<file path="src/hdl/idtp_pkg.sv">
// Shared types, character codes, field positions and helpers for the date-time text parser.
package idtp_pkg;

    typedef enum logic [2:0] {
        PH_BODY      = 3'd0,
        PH_AFTER_SEC = 3'd1,
        PH_FRAC      = 3'd2,
        PH_AFTER_Z   = 3'd3,
        PH_OFFSET    = 3'd4
    } phase_t;

    localparam int IN_DATA_W   = 8;
    localparam int OUT_DATA_W  = 88;
    localparam int OUT_USER_W  = 4;

    localparam logic [7:0] CH_0     = 8'h30;
    localparam logic [7:0] CH_9     = 8'h39;
    localparam logic [7:0] CH_DASH  = 8'h2D;
    localparam logic [7:0] CH_PLUS  = 8'h2B;
    localparam logic [7:0] CH_COLON = 8'h3A;
    localparam logic [7:0] CH_DOT   = 8'h2E;
    localparam logic [7:0] CH_T     = 8'h54;
    localparam logic [7:0] CH_Z     = 8'h5A;

    localparam logic [5:0] POS_YEAR_END   = 6'd4;
    localparam logic [5:0] POS_DASH1      = 6'd4;
    localparam logic [5:0] POS_DASH2      = 6'd7;
    localparam logic [5:0] POS_DATE_LAST  = 6'd9;
    localparam logic [5:0] POS_T          = 6'd10;
    localparam logic [5:0] POS_COLON1     = 6'd13;
    localparam logic [5:0] POS_COLON2     = 6'd16;
    localparam logic [5:0] POS_SEC_LAST   = 6'd18;
    localparam logic [5:0] POS_MAX        = 6'd63;
    localparam logic [5:0] POS_Y0         = 6'd0;
    localparam logic [5:0] POS_Y1         = 6'd1;
    localparam logic [5:0] POS_Y2         = 6'd2;
    localparam logic [5:0] POS_Y3         = 6'd3;

    localparam logic [2:0] OFS_IDX_FIRST    = 3'd1;
    localparam logic [2:0] OFS_IDX_HOUR_END = 3'd2;
    localparam logic [2:0] OFS_IDX_COLON    = 3'd3;
    localparam logic [2:0] OFS_IDX_LAST     = 3'd5;
    localparam logic [2:0] OFS_IDX_DONE     = 3'd6;

    localparam logic [1:0] OFS_NONE  = 2'd0;
    localparam logic [1:0] OFS_PLUS  = 2'd1;
    localparam logic [1:0] OFS_MINUS = 2'd2;

    localparam logic [3:0]  MAX_FRACTION_DIGITS = 4'd9;
    localparam logic [13:0] YEAR_MAX     = 14'd9999;
    localparam logic [6:0]  MONTH_MAX    = 7'd12;
    localparam logic [6:0]  HOUR_MAX     = 7'd23;
    localparam logic [6:0]  MINUTE_MAX   = 7'd59;
    localparam logic [6:0]  SECOND_MAX   = 7'd60;
    localparam logic [3:0]  MONTH_FEB    = 4'd2;

    function automatic logic [29:0] mul10_add(input logic [29:0] acc, input logic [3:0] dig);
        logic [29:0] res;
        res = (acc << 3) + (acc << 1) + {26'd0, dig};
        return res;
    endfunction

    function automatic logic [4:0] month_days(input logic [3:0] m, input logic leap);
        logic [4:0] lim;
        case (m)
            4'd1, 4'd3, 4'd5, 4'd7, 4'd8, 4'd10, 4'd12: lim = 5'd31;
            4'd4, 4'd6, 4'd9, 4'd11:                   lim = 5'd30;
            MONTH_FEB:                                 lim = leap ? 5'd29 : 5'd28;
            default:                                   lim = 5'd0;
        endcase
        return lim;
    endfunction

endpackage

</file>
<file path="src/hdl/iso_datetime_text_parser.sv">
// Top level of the date-time text parser: character stream in, one parsed result per string out.
//
// Channel  | Dir | Beat content
// s_axis   | in  | tdata[7:0] character, tlast final character of the string
// m_axis   | out | tdata parsed fields, tuser valid/time-present/offset kind
//
// Each character is captured in an input register, then the field accumulators are updated and,
// on the final character, the whole check is done and the result register is loaded. One
// character per cycle is sustained unless a stall on m_axis holds a final character.
// Reset clears all parser state; after each final character the state returns to reset values.
// A stall on m_axis holds only a beat whose character is the final one of a string.
module iso_datetime_text_parser
(
    input  logic                               clk,
    input  logic                               rst_n,
    input  logic                               s_axis_tvalid,
    output logic                               s_axis_tready,
    // [7:0] ch
    input  logic [idtp_pkg::IN_DATA_W-1:0]     s_axis_tdata,
    input  logic                               s_axis_tlast,
    output logic                               m_axis_tvalid,
    input  logic                               m_axis_tready,
    // [13:0] year, [17:14] month, [22:18] day, [27:23] hour, [33:28] minute,
    // [39:34] second, [69:40] fraction_value, [73:70] fraction_digits,
    // [84:74] offset_minutes, [87:85] zero
    output logic [idtp_pkg::OUT_DATA_W-1:0]    m_axis_tdata,
    // [0] valid_res, [1] time_present, [3:2] offset_kind
    output logic [idtp_pkg::OUT_USER_W-1:0]    m_axis_tuser
);
    import idtp_pkg::*;

    logic        in_valid_reg;
    logic [7:0]  ch_reg;
    logic        last_reg;

    logic        out_valid_reg;
    logic [OUT_DATA_W-1:0] out_data_reg;
    logic [OUT_USER_W-1:0] out_user_reg;

    logic [5:0]  pos_reg;
    phase_t      phase_reg;
    logic        err_reg;
    logic [13:0] year_reg;
    logic [6:0]  month_reg;
    logic [6:0]  day_reg;
    logic [6:0]  hour_reg;
    logic [6:0]  minute_reg;
    logic [6:0]  second_reg;
    logic [29:0] frac_reg;
    logic [3:0]  frac_cnt_reg;
    logic [1:0]  off_sign_reg;
    logic [6:0]  off_hour_reg;
    logic [6:0]  off_min_reg;
    logic [2:0]  off_idx_reg;
    logic [1:0]  ypair_reg;
    logic        yzero_reg;
    logic [1:0]  yhi_mod4_reg;
    logic [1:0]  ylo_mod4_reg;
    logic        ylo_zero_reg;

    logic [5:0]  pos_next;
    phase_t      phase_next;
    logic        err_next;
    logic [13:0] year_next;
    logic [6:0]  month_next;
    logic [6:0]  day_next;
    logic [6:0]  hour_next;
    logic [6:0]  minute_next;
    logic [6:0]  second_next;
    logic [29:0] frac_next;
    logic [3:0]  frac_cnt_next;
    logic [1:0]  off_sign_next;
    logic [6:0]  off_hour_next;
    logic [6:0]  off_min_next;
    logic [2:0]  off_idx_next;
    logic [1:0]  ypair_next;
    logic        yzero_next;
    logic [1:0]  yhi_mod4_next;
    logic [1:0]  ylo_mod4_next;
    logic        ylo_zero_next;

    logic        out_free;
    logic        proc_go;
    logic        is_dig;
    logic [3:0]  dig;
    logic        ok;
    logic        time_seen;
    logic        leap;
    logic [4:0]  day_lim;
    logic [12:0] off_total;
    logic [OUT_DATA_W-1:0] res_data;
    logic [OUT_USER_W-1:0] res_user;

    assign out_free      = !out_valid_reg || m_axis_tready;
    assign proc_go       = in_valid_reg && (!last_reg || out_free);
    assign s_axis_tready = !in_valid_reg || proc_go;
    assign m_axis_tvalid = out_valid_reg;
    assign m_axis_tdata  = out_data_reg;
    assign m_axis_tuser  = out_user_reg;

    assign is_dig = (ch_reg >= CH_0) && (ch_reg <= CH_9);
    assign dig    = 4'(ch_reg - CH_0);

    always_comb
    begin
        pos_next      = (pos_reg < POS_MAX) ? pos_reg + 6'd1 : pos_reg;
        phase_next    = phase_reg;
        err_next      = err_reg;
        year_next     = year_reg;
        month_next    = month_reg;
        day_next      = day_reg;
        hour_next     = hour_reg;
        minute_next   = minute_reg;
        second_next   = second_reg;
        frac_next     = frac_reg;
        frac_cnt_next = frac_cnt_reg;
        off_sign_next = off_sign_reg;
        off_hour_next = off_hour_reg;
        off_min_next  = off_min_reg;
        off_idx_next  = off_idx_reg;
        ypair_next    = ypair_reg;
        yzero_next    = yzero_reg;
        yhi_mod4_next = yhi_mod4_reg;
        ylo_mod4_next = ylo_mod4_reg;
        ylo_zero_next = ylo_zero_reg;

        case (phase_reg)
            PH_BODY:
            begin
                if (pos_reg == POS_DASH1 || pos_reg == POS_DASH2)
                begin
                    err_next = err_reg || (ch_reg != CH_DASH);
                end
                else if (pos_reg == POS_T)
                begin
                    err_next = err_reg || (ch_reg != CH_T);
                end
                else if (pos_reg == POS_COLON1 || pos_reg == POS_COLON2)
                begin
                    err_next = err_reg || (ch_reg != CH_COLON);
                end
                else if (!is_dig)
                begin
                    err_next = 1'b1;
                end
                else if (pos_reg < POS_YEAR_END)
                begin
                    year_next = 14'(mul10_add(30'(year_reg), dig));
                    if (pos_reg == POS_Y0 || pos_reg == POS_Y2)
                    begin
                        ypair_next = {dig[0], 1'b0};
                        yzero_next = (dig == 4'd0);
                    end
                    else if (pos_reg == POS_Y1)
                    begin
                        yhi_mod4_next = ypair_reg + dig[1:0];
                    end
                    else if (pos_reg == POS_Y3)
                    begin
                        ylo_mod4_next = ypair_reg + dig[1:0];
                        ylo_zero_next = yzero_reg && (dig == 4'd0);
                    end
                end
                else if (pos_reg < POS_DASH2)
                begin
                    month_next = 7'(mul10_add(30'(month_reg), dig));
                end
                else if (pos_reg < POS_T)
                begin
                    day_next = 7'(mul10_add(30'(day_reg), dig));
                end
                else if (pos_reg < POS_COLON1)
                begin
                    hour_next = 7'(mul10_add(30'(hour_reg), dig));
                end
                else if (pos_reg < POS_COLON2)
                begin
                    minute_next = 7'(mul10_add(30'(minute_reg), dig));
                end
                else
                begin
                    second_next = 7'(mul10_add(30'(second_reg), dig));
                end
                if (pos_reg == POS_SEC_LAST)
                begin
                    phase_next = PH_AFTER_SEC;
                end
            end
            PH_AFTER_SEC, PH_FRAC:
            begin
                if (phase_reg == PH_FRAC && is_dig)
                begin
                    if (frac_cnt_reg < MAX_FRACTION_DIGITS)
                    begin
                        frac_next     = mul10_add(frac_reg, dig);
                        frac_cnt_next = frac_cnt_reg + 4'd1;
                    end
                    else
                    begin
                        err_next = 1'b1;
                    end
                end
                else if (phase_reg == PH_FRAC && frac_cnt_reg == 4'd0)
                begin
                    err_next = 1'b1;
                end
                else if (ch_reg == CH_DOT && phase_reg == PH_AFTER_SEC)
                begin
                    phase_next    = PH_FRAC;
                    frac_cnt_next = 4'd0;
                end
                else if (ch_reg == CH_Z)
                begin
                    phase_next    = PH_AFTER_Z;
                    off_sign_next = OFS_PLUS;
                end
                else if (ch_reg == CH_PLUS || ch_reg == CH_DASH)
                begin
                    phase_next    = PH_OFFSET;
                    off_sign_next = (ch_reg == CH_DASH) ? OFS_MINUS : OFS_PLUS;
                    off_idx_next  = OFS_IDX_FIRST;
                end
                else
                begin
                    err_next = 1'b1;
                end
            end
            PH_OFFSET:
            begin
                if (off_idx_reg == OFS_IDX_COLON)
                begin
                    err_next = err_reg || (ch_reg != CH_COLON);
                end
                else if (off_idx_reg >= OFS_IDX_FIRST && off_idx_reg <= OFS_IDX_LAST)
                begin
                    if (!is_dig)
                    begin
                        err_next = 1'b1;
                    end
                    else if (off_idx_reg <= OFS_IDX_HOUR_END)
                    begin
                        off_hour_next = 7'(mul10_add(30'(off_hour_reg), dig));
                    end
                    else
                    begin
                        off_min_next = 7'(mul10_add(30'(off_min_reg), dig));
                    end
                end
                else
                begin
                    err_next = 1'b1;
                end
                if (off_idx_reg < OFS_IDX_DONE)
                begin
                    off_idx_next = off_idx_reg + 3'd1;
                end
            end
            default:
            begin
                err_next = 1'b1;
            end
        endcase
    end

    always_comb
    begin
        time_seen = (phase_next != PH_BODY);
        leap      = (ylo_mod4_next == 2'd0) && (!ylo_zero_next || yhi_mod4_next == 2'd0);
        day_lim   = month_days(month_next[3:0], leap);
        off_total = (13'(off_hour_next) << 6) - (13'(off_hour_next) << 2) + 13'(off_min_next);

        ok = !err_next;
        if (phase_next == PH_BODY && pos_reg != POS_DATE_LAST)
        begin
            ok = 1'b0;
        end
        if (phase_next == PH_FRAC && frac_cnt_next == 4'd0)
        begin
            ok = 1'b0;
        end
        if (phase_next == PH_OFFSET && off_idx_next != OFS_IDX_DONE)
        begin
            ok = 1'b0;
        end
        if (phase_next > PH_OFFSET)
        begin
            ok = 1'b0;
        end
        if (year_next == 14'd0 || year_next > YEAR_MAX || month_next == 7'd0
            || month_next > MONTH_MAX || day_next == 7'd0 || day_next > 7'(day_lim))
        begin
            ok = 1'b0;
        end
        if (time_seen && (hour_next > HOUR_MAX || minute_next > MINUTE_MAX
            || second_next > SECOND_MAX))
        begin
            ok = 1'b0;
        end
        if (phase_next == PH_OFFSET && (off_hour_next > HOUR_MAX || off_min_next > MINUTE_MAX))
        begin
            ok = 1'b0;
        end

        res_data = '0;
        res_user = '0;
        if (ok)
        begin
            res_user[0]       = 1'b1;
            res_data[13:0]    = year_next;
            res_data[17:14]   = month_next[3:0];
            res_data[22:18]   = day_next[4:0];
            if (time_seen)
            begin
                res_user[1]     = 1'b1;
                res_user[3:2]   = off_sign_next;
                res_data[27:23] = hour_next[4:0];
                res_data[33:28] = minute_next[5:0];
                res_data[39:34] = second_next[5:0];
                res_data[69:40] = frac_next;
                res_data[73:70] = frac_cnt_next;
                if (phase_next == PH_OFFSET)
                begin
                    res_data[84:74] = off_total[10:0];
                end
            end
        end
    end

    always_ff @(posedge clk or negedge rst_n)
    begin
        if (!rst_n)
        begin
            in_valid_reg  <= 1'b0;
            out_valid_reg <= 1'b0;
        end
        else
        begin
            if (s_axis_tvalid && s_axis_tready)
            begin
                in_valid_reg <= 1'b1;
            end
            else if (proc_go)
            begin
                in_valid_reg <= 1'b0;
            end
            if (proc_go && last_reg)
            begin
                out_valid_reg <= 1'b1;
            end
            else if (m_axis_tready)
            begin
                out_valid_reg <= 1'b0;
            end
        end
    end

    always_ff @(posedge clk)
    begin
        if (s_axis_tvalid && s_axis_tready)
        begin
            ch_reg   <= s_axis_tdata[7:0];
            last_reg <= s_axis_tlast;
        end
        if (proc_go && last_reg)
        begin
            out_data_reg <= res_data;
            out_user_reg <= res_user;
        end
    end

    always_ff @(posedge clk or negedge rst_n)
    begin
        if (!rst_n)
        begin
            pos_reg      <= '0;
            phase_reg    <= PH_BODY;
            err_reg      <= 1'b0;
            year_reg     <= '0;
            month_reg    <= '0;
            day_reg      <= '0;
            hour_reg     <= '0;
            minute_reg   <= '0;
            second_reg   <= '0;
            frac_reg     <= '0;
            frac_cnt_reg <= '0;
            off_sign_reg <= OFS_NONE;
            off_hour_reg <= '0;
            off_min_reg  <= '0;
            off_idx_reg  <= '0;
            ypair_reg    <= '0;
            yzero_reg    <= 1'b0;
            yhi_mod4_reg <= '0;
            ylo_mod4_reg <= '0;
            ylo_zero_reg <= 1'b0;
        end
        else if (proc_go)
        begin
            if (last_reg)
            begin
                pos_reg      <= '0;
                phase_reg    <= PH_BODY;
                err_reg      <= 1'b0;
                year_reg     <= '0;
                month_reg    <= '0;
                day_reg      <= '0;
                hour_reg     <= '0;
                minute_reg   <= '0;
                second_reg   <= '0;
                frac_reg     <= '0;
                frac_cnt_reg <= '0;
                off_sign_reg <= OFS_NONE;
                off_hour_reg <= '0;
                off_min_reg  <= '0;
                off_idx_reg  <= '0;
                ypair_reg    <= '0;
                yzero_reg    <= 1'b0;
                yhi_mod4_reg <= '0;
                ylo_mod4_reg <= '0;
                ylo_zero_reg <= 1'b0;
            end
            else
            begin
                pos_reg      <= pos_next;
                phase_reg    <= phase_next;
                err_reg      <= err_next;
                year_reg     <= year_next;
                month_reg    <= month_next;
                day_reg      <= day_next;
                hour_reg     <= hour_next;
                minute_reg   <= minute_next;
                second_reg   <= second_next;
                frac_reg     <= frac_next;
                frac_cnt_reg <= frac_cnt_next;
                off_sign_reg <= off_sign_next;
                off_hour_reg <= off_hour_next;
                off_min_reg  <= off_min_next;
                off_idx_reg  <= off_idx_next;
                ypair_reg    <= ypair_next;
                yzero_reg    <= yzero_next;
                yhi_mod4_reg <= yhi_mod4_next;
                ylo_mod4_reg <= ylo_mod4_next;
                ylo_zero_reg <= ylo_zero_next;
            end
        end
    end

`ifndef SYNTH
    a_restart_after_last: assert property (@(posedge clk) disable iff (!rst_n)
        (proc_go && last_reg) |=> (pos_reg == 6'd0 && phase_reg == PH_BODY && !err_reg))
        else $error("parser state not cleared after final character");

    a_invalid_all_zero: assert property (@(posedge clk) disable iff (!rst_n)
        (m_axis_tvalid && !m_axis_tuser[0]) |-> (m_axis_tdata == '0 && m_axis_tuser == '0))
        else $error("invalid result carries nonzero fields");

    a_no_time_no_extras: assert property (@(posedge clk) disable iff (!rst_n)
        (m_axis_tvalid && !m_axis_tuser[1])
            |-> (m_axis_tdata[87:23] == '0 && m_axis_tuser[3:2] == OFS_NONE))
        else $error("time-dependent fields set without a time part");

    a_frac_count_bound: assert property (@(posedge clk) disable iff (!rst_n)
        frac_cnt_reg <= MAX_FRACTION_DIGITS)
        else $error("fraction digit count beyond its limit");
`endif

endmodule

</file>
<file path="config.mk">
export PLATFORM = sky130hd
export DESIGN_NAME = iso_datetime_text_parser
export DESIGN_NICKNAME = d
export VERILOG_FILES = /design/src/hdl/idtp_pkg.sv /design/src/hdl/iso_datetime_text_parser.sv
export SDC_FILE = /design/constraint.sdc
export NUM_CORES = 1
export LEC_CHECK = 0
export BUFFER_PORTS_ARGS = -buffer_cell sky130_fd_sc_hd__buf_2
export CORE_UTILIZATION = 50
export CTS_BUF_LIST = sky130_fd_sc_hd__clkbuf_2 sky130_fd_sc_hd__clkbuf_4 sky130_fd_sc_hd__clkbuf_8
export DETAILED_ROUTE_END_ITERATION = 10
export GPL_TIMING_DRIVEN = 0
export PLACE_DENSITY = 0.73
export SETUP_SLACK_MARGIN = 0.05
export SLEW_MARGIN = 20
export SYNTH_ARGS = -nofsm -noshare
export SYNTH_HDL_FRONTEND = slang
export SYNTH_SLANG_ARGS = --single-unit
export TNS_END_PERCENT = 10
</file>
<file path="constraint.sdc">
create_clock -name clk -period 11.8 [get_ports clk]
set_input_delay 0.59 -clock clk [delete_from_list [all_inputs] [get_ports clk]]
set_output_delay 0.59 -clock clk [all_outputs]
set_load 0.1 [all_outputs]
</file>
==> impl_metrics.yaml, run 1 <==
run_status:
  status: "complete, no violations"
route:
  dr_wl_met3_um: 2710
  drt-total-wl_um: 43200
  highest_signal_layer: "met4"
  drcViolationCount: 0
  viasPerCell: 6.08
  drt_first_iter_violations: 912
  amount_of_wire_on_met2_after_detailed_routing_um: 20200
  detailedRoute.firstPassIterationCount: 5
  routed-via-count: 13208
  routedLengthMet1_um: 18600
  count_of_antenna_violating_nets_left_after_detailed_routing: 0
  wl_per_cell_um: 19.9
worst_setup_path:
  cp.required_ns: 12.12
  critical_path_max_stage_delay_ns: 0.77
  worst_r2r_startpoint: "ch_reg[2]$_DFFE_PP_"
  worstSetupPathType: "reg2reg"
  worstPathArrival_ns: 6.55
  critPathCaptureType: "register"
  worst-path-max-fanout: 10
  rr_endpoint: "m_axis_tdata[43]$_SDFFCE_PN0P_"
  crit_slowest_cell: "sky130_fd_sc_hd__edfxtp_1"
  crit_path_frequent_cell: "sky130_fd_sc_hd__o21ai_0"
  cells_on_worst_reg2reg_path: 21
  startpoint_type: "register"
  worst-r2r-setup-slack_ns: 5.58
  path_cells: "clkbuf_1 -> o21ai_1 -> nand2_1 -> buf_2 -> nor3_1 -> and2_1 -> clkbuf_1 -> nand3_1 -> o21a_1 -> o32a_1 -> a21oi_1 -> ha_1 -> inv_1 -> a21o_1 -> a21oi_1 -> o21ai_0 -> o21ai_0 -> o21ai_0 -> a211oi_4 -> o2111ai_4 -> a211oi_1"
logic_synthesis:
  synth_top_area_share_pct: 19.5
  postSynthRegisterBits: 219
  ys_warn_count: 0
  synth_area_per_cell_um2: 9.75
  post_synthesis_sequential_area_ratio_pct: 38.4
  synth-async-reset-ratio_pct: 55.3
  ys.flop_type: "sky130_fd_sc_hd__dfrtp_1"
  yosysUniqueCellTypes: 89
  synth.largest_area_cell: "sky130_fd_sc_hd__dfrtp_1"
  netlist_area_um2: 15500
  synth_cells: 1595
  ys_top_cells_by_area: "sky130_fd_sc_hd__dfrtp_1, sky130_fd_sc_hd__edfxtp_1, sky130_fd_sc_hd__ha_1, sky130_fd_sc_hd__nand2_1, sky130_fd_sc_hd__o21ai_0"
  post_synth_edffs: 98
timing:
  timing.final.setup_violations: 0
  finalCriticalPeriod_ns: 6.22
  hold_viol_final: 0
  fin_crit_share_pct: 52.7
  finClkSkew_ns: 0.0310
  worst_hold_slack_ns: 0.218
  fin_tns_setup_ns: 0
  fmax_ghz: 0.161
  tightest_slew_ns: 1.25
  maxSlewViolCount: 0
  timing.max_slew.rel_slack_pct: 16.0
  rsz0062_at_grt: "false"
  post-route-worst-setup-slack_ns: 5.58
cts:
  clock-sinks: 219
  ctsLongestPathBuffers: 3
  tritoncts: "yes"
  clock-root-buffer: "sky130_fd_sc_hd__clkbuf_8"
  cts_max_level: 2
  post_cts_resize_count: 0
  clk_transition_reported_paths_ns: 0.06
  clock_latency_ns: 0.56
  cts-buffers-inserted: 40
global_routing:
  grt_antenna_before_repair: 0
  total_global_routing_track_utilization_pct: 27.7
  globalRoute.totalOverflow: 0
  first_global_vias: 13014
  grt_max_degree: 92
  first_pass_grt_wire_length_um: 68700
placement:
  placement.setup.worst_slack_ns: 5.70
  gp_routability_congestion: 0.972
  place.detailed.hpwl_um: 31000
  numPortBuffers: 103
  placedCellCount: 2098
  placed_area_um2: 16600
finish:
  largest_reg_flops: 85
  layout.area.seq_um2: 5970
  multi_input_area_um2: 8970
  filler_cell_count: 2774
  layout-drive-gt1-share_pct: 14.5
  finalCoreUtilization_pct: 57.1
  stdcell_count: 2173
  nets: 1943
  diode_insertion_count_for_antenna_repair: 0
  area.growth.synth_to_final_pct: 12.4
  design_area_um2: 17500
floorplan:
  design.die.area_um2: 31800
  dieWidth_um: 178
  core_area_um2: 30600
  initial_core_util_pct: 50.8
  design.portCount: 107
  die_height_um: 178
  rows: 64
hold_path:
  hold_path_class: "in2reg"
  number_of_cells_on_the_worst_hold_path: 1
  worst_hold_path.endpoint: "ch_reg[2]$_DFFE_PP_"
  min_from: "s_axis_tdata[2]"
job:
  drv_cap: 0
pwr:
  power.ir.vdd_worst_mv: 0.0840
  pwr_density_cell_nw_per_um2: 113
  totalPowerFinal_mw: 1.97
  total_leakage_power_nw: 7.75
[cell usage after synthesis (all sizes together) (7+ instances only)]
library cell,count
buf,23
ha,166
a21oi,122
a31oi,13
nor3,34
nand2,184
a211oi,12
nand2b,16
a22o,44
inv,79
o2111ai,8
clkbuf,43
xnor2,46
nor4,17
a211o,7
o31ai,7
mux2i,33
and3,18
a21boi,7
nor2b,22
xor2,26
edfxtp,98
nor2,107
nand4,13
and2,7
fa,19
nand3,30
or3,13
a21o,26
or4,7
nor3b,7
dfrtp,121
o21ai,113
o21a,13
[final cells by class]
| class | instances | area share (%) |
|---|---|---|
| Buffer | 66 | 1.86 |
| Sequential cell | 219 | 34.2 |
| Tap cell | 396 | 2.84 |
| Clock inverter | 15 | 0.558 |
| Inverter | 79 | 1.70 |
| Timing Repair Buffer | 106 | 3.38 |
| Clock buffer | 59 | 4.18 |
| Multi-Input combinational cell | 1233 | 51.3 |
[critical path: cells and delay by family (launching register included)]
kind / cells / cell delay [ns]
compound gates: 12 / 2.97
simple gates: 4 / 1.12
buf+inv: 4 / 0.97
flops: 1 / 0.77
fa+ha+maj: 1 / 0.16
[power breakdown]
| part | switching [mW] | internal (mW) |
|---|---|---|
| sequential | 0.0328 | 0.829 |
| combinational | 0.257 | 0.0926 |
| clock | 0.341 | 0.420 |
| total | 0.630 | 1.34 |
[worst max path at each step]
| stage | slack, ns | end | start |
|---|---|---|---|
| after floorplan | 7.22 | m_axis_tdata[76]$_SDFFCE_PN0P_ | ch_reg[2]$_DFFE_PP_ |
| after global routing | 5.18 | m_axis_tdata[43]$_SDFFCE_PN0P_ | ch_reg[2]$_DFFE_PP_ |
| final | 5.58 | m_axis_tdata[43]$_SDFFCE_PN0P_ | ch_reg[2]$_DFFE_PP_ |
| after global placement | 5.68 | m_axis_tdata[43]$_SDFFCE_PN0P_ | ch_reg[2]$_DFFE_PP_ |
| after CTS | 5.62 | m_axis_tdata[43]$_SDFFCE_PN0P_ | ch_reg[2]$_DFFE_PP_ |
| after detailed placement | 5.70 | m_axis_tdata[37]$_SDFFCE_PN0P_ | ch_reg[2]$_DFFE_PP_ |
[repair_timing]
item / 4_1_cts / 5_1_grt
endpoints found under the hold margin: 30 / 0
hold buffers: 1 / 0
endpoints found under the setup margin: 0 / 0
setup buffers: 0 / 0
[layout by cell type (no fill, tap or decap), types with 27 or more instances in the layout]
cell type,count
sky130_fd_sc_hd__a21oi_1,89
sky130_fd_sc_hd__a21oi_2,33
sky130_fd_sc_hd__a22o_1,44
sky130_fd_sc_hd__buf_2,113
sky130_fd_sc_hd__clkbuf_1,42
sky130_fd_sc_hd__clkbuf_8,46
sky130_fd_sc_hd__dfrtp_1,121
sky130_fd_sc_hd__edfxtp_1,98
sky130_fd_sc_hd__ha_1,166
sky130_fd_sc_hd__inv_1,78
sky130_fd_sc_hd__mux2i_1,33
sky130_fd_sc_hd__nand2_1,184
sky130_fd_sc_hd__nand3_1,30
sky130_fd_sc_hd__nor2_1,106
sky130_fd_sc_hd__nor3_1,27
sky130_fd_sc_hd__o21ai_0,109
sky130_fd_sc_hd__xnor2_1,46
[per-layer routing]
metal,global-route usage (%),up-vias
met5,0,-
met4,11.9,0
met3,3.58,123
met2,46.2,488
met1,36.2,6453
li1,-,6144
[kinds of logic after synthesis]
kind of cell | synth area share, %
fa+ha+maj | 15.8
mux | 2.56
flops | 38.4
other cells | 0.0241
buf+inv | 3.97
simple gates | 16.2
compound gates | 19.0
xor+xnor | 4.06
Note: power is estimated with default switching activity, not from simulation.
==> run 2: changes to the inputs <==
==> constraint.sdc (replaced) <==
create_clock -name clk -period 5.9 [get_ports clk]
set_input_delay 0.295 -clock clk [delete_from_list [all_inputs] [get_ports clk]]
set_output_delay 0.295 -clock clk [all_outputs]
set_load 0.1 [all_outputs]
==> run 2 against run 1 <==
Net effect: hold slack got worse by 0.13 ns; non-clock buffer count rose by 12; core utilization rose by 0.43 points; via count rose by 0.29%; final cell count rose by 0.55%.
==> impl_metrics.yaml, run 2 (same netlist as run 1, synthesis figures left out) <==
worst_setup_path:
  worstSetupPathType: "reg2reg"
  startpoint_type: "register"
  cp.required_ns: 6.26
  worst-path-max-fanout: 10
  critPathCaptureType: "register"
  worstPathArrival_ns: 5.93
cts:
  clock-root-buffer: "sky130_fd_sc_hd__clkbuf_8"
  cts-buffers-inserted: 40
  ctsLongestPathBuffers: 3
  cts_max_level: 2
  clock_latency_ns: 0.57
  clock-sinks: 219
  tritoncts: "yes"
  clk_transition_reported_paths_ns: 0.06
placement:
  place.detailed.hpwl_um: 31000
  gp_routability_congestion: 0.972
  numPortBuffers: 103
  placed_area_um2: 16600
finish:
  final_common_cell: "sky130_fd_sc_hd__nand2_1"
  nets: 1955
  layout.area.seq_um2: 5970
  area.growth.synth_to_final_pct: 13.2
  layout-drive-gt1-share_pct: 14.8
  multi_input_area_um2: 8980
  finalCoreUtilization_pct: 57.6
  filler_cell_count: 2758
  largest_reg_flops: 85
  layout_common_cells: "sky130_fd_sc_hd__nand2_1, sky130_fd_sc_hd__ha_1, sky130_fd_sc_hd__dfrtp_1, sky130_fd_sc_hd__buf_2, sky130_fd_sc_hd__o21ai_0"
  diode_insertion_count_for_antenna_repair: 0
  design_area_um2: 17600
timing:
  finClkSkew_ns: 0.0335
  timing.final.setup_violations: 0
  fin_tns_setup_ns: 0
  hold_viol_final: 0
  rsz0062_at_grt: "false"
  fmax_ghz: 0.180
  maxSlewViolCount: 0
  finalCriticalPeriod_ns: 5.57
  tightest_slew_ns: 1.18
  worst_hold_slack_ns: 0.0880
  timing.max_slew.rel_slack_pct: 20.3
  fin_crit_share_pct: 94.4
global_routing:
  first_global_vias: 13032
  globalRoute.totalOverflow: 0
  total_global_routing_track_utilization_pct: 27.9
  grt_antenna_before_repair: 0
  grt_max_degree: 92
  first_pass_grt_wire_length_um: 69000
floorplan:
  rows: 64
  dieWidth_um: 178
  initial_core_util_pct: 50.8
  design.portCount: 107
  die_height_um: 178
  core_area_um2: 30600
  design.die.area_um2: 31800
route:
  drt-total-wl_um: 43500
  count_of_antenna_violating_nets_left_after_detailed_routing: 0
  detailedRoute.firstPassIterationCount: 5
  viasPerCell: 6.06
  drt_first_iter_violations: 952
  routed-via-count: 13246
  drcViolationCount: 0
  wl_per_cell_um: 19.9
run_status:
  status: "complete, no violations"
job:
  drv_cap: 0
pwr:
  pwr_density_cell_nw_per_um2: 225
  total_leakage_power_nw: 7.80
  power.ir.vdd_worst_mv: 0.168
hold_path:
  hold_path_class: "in2reg"
==> run 2: cell count changes in the layout (fill, tap and decap cells not counted), sizes merged <==
cell	change
clkbuf	-1
buf	+3
dlygate4sd3	+10
==> run 2: stage by stage <==
step | std cells | setup WS (ns) | power, mW
floorplan | 1597 | 1.32 | 2.25
global placement | 2096 | -0.218 | 2.42
detailed placement | 2098 | -0.200 | 2.44
CTS | 2186 | 0.289 | 3.97
global route | 2185 | 0.104 | 4.10
finish | 2185 | 0.329 | 3.95
==> run 2: power by group <==
part           total [mW]  internal [mW]  leakage [nW]  switching, mW
Clock                1.52          0.840         0.429          0.683
Combinational       0.715          0.192          4.75          0.523
Sequential           1.72           1.66          2.62         0.0578
==> run 2: final timing paths <==
path | startpoint | to | slack [ns] | cells after the start
max in group asynchronous | rst_n | yhi_mod4_reg[1]$_DFFE_PN0P_ | 4.93 | 3
setup reg to reg | pos_reg[1]$_DFFE_PN0P_ | m_axis_tdata[70]$_SDFFCE_PN0P_ | 0.33 | 23
setup / recovery | pos_reg[1]$_DFFE_PN0P_ | m_axis_tdata[70]$_SDFFCE_PN0P_ | 0.33 | 23
hold reg to reg | minute_reg[6]$_DFFE_PN0P_ | minute_reg[6]$_DFFE_PN0P_ | 0.49 | 2
hold / removal | m_axis_tready | m_axis_tvalid$_DFFE_PN0P_ | 0.09 | 3
min in group asynchronous | rst_n | off_min_reg[1]$_DFFE_PN0P_ | 0.21 | 2
==> run 2: per-layer routing <==
metal | track usage [%] | vias to the layer above | part of all wire (%)
li1 | - | 6179 | -
met1 | 36.3 | 6440 | 42
met2 | 46.8 | 510 | 47
met3 | 3.43 | 117 | 7.1
met4 | 11.3 | 0 | 3.7
met5 | 0 | - | 0
==> run 2: cell type report <==
cell class              instances  share of cell area [%]
multi-input cells            1233                    51.0
well taps                     396                    2.81
clock buffers                  59                    4.15
repair buffers                119                    4.05
inverters                      79                    1.68
flip-flops and latches        219                    33.9
clock inverters                15                   0.554
plain buffers                  65                    1.83
==> run 2: worst max-delay path, cell delays in order, from the launching register on <==
cell	delay, ns
sky130_fd_sc_hd__dfrtp_1	0.50
sky130_fd_sc_hd__inv_1	0.15
sky130_fd_sc_hd__ha_1	0.28
sky130_fd_sc_hd__nand4bb_1	0.20
sky130_fd_sc_hd__a21o_1	0.24
sky130_fd_sc_hd__and4_1	0.50
sky130_fd_sc_hd__and4b_1	0.27
sky130_fd_sc_hd__clkbuf_1	0.26
sky130_fd_sc_hd__nor2b_1	0.08
sky130_fd_sc_hd__a31oi_1	0.21
sky130_fd_sc_hd__a211oi_1	0.11
sky130_fd_sc_hd__o32a_1	0.30
sky130_fd_sc_hd__a21oi_1	0.15
sky130_fd_sc_hd__ha_1	0.16
sky130_fd_sc_hd__inv_1	0.04
sky130_fd_sc_hd__a21o_1	0.17
sky130_fd_sc_hd__a21oi_1	0.12
sky130_fd_sc_hd__o21ai_0	0.09
sky130_fd_sc_hd__o21ai_0	0.10
sky130_fd_sc_hd__o21ai_0	0.19
sky130_fd_sc_hd__a211oi_4	0.36
sky130_fd_sc_hd__o2111ai_4	0.35
sky130_fd_sc_hd__buf_6	0.34
sky130_fd_sc_hd__a21oi_2	0.19
==> run 2: timing repair <==
item / CTS / global route
gates resized for setup: 1 / 2
hold buffers: 11 / 0
setup buffers: 3 / 0
endpoints found under the setup margin: 87 / 24
hold endpoints to repair: 40 / 0
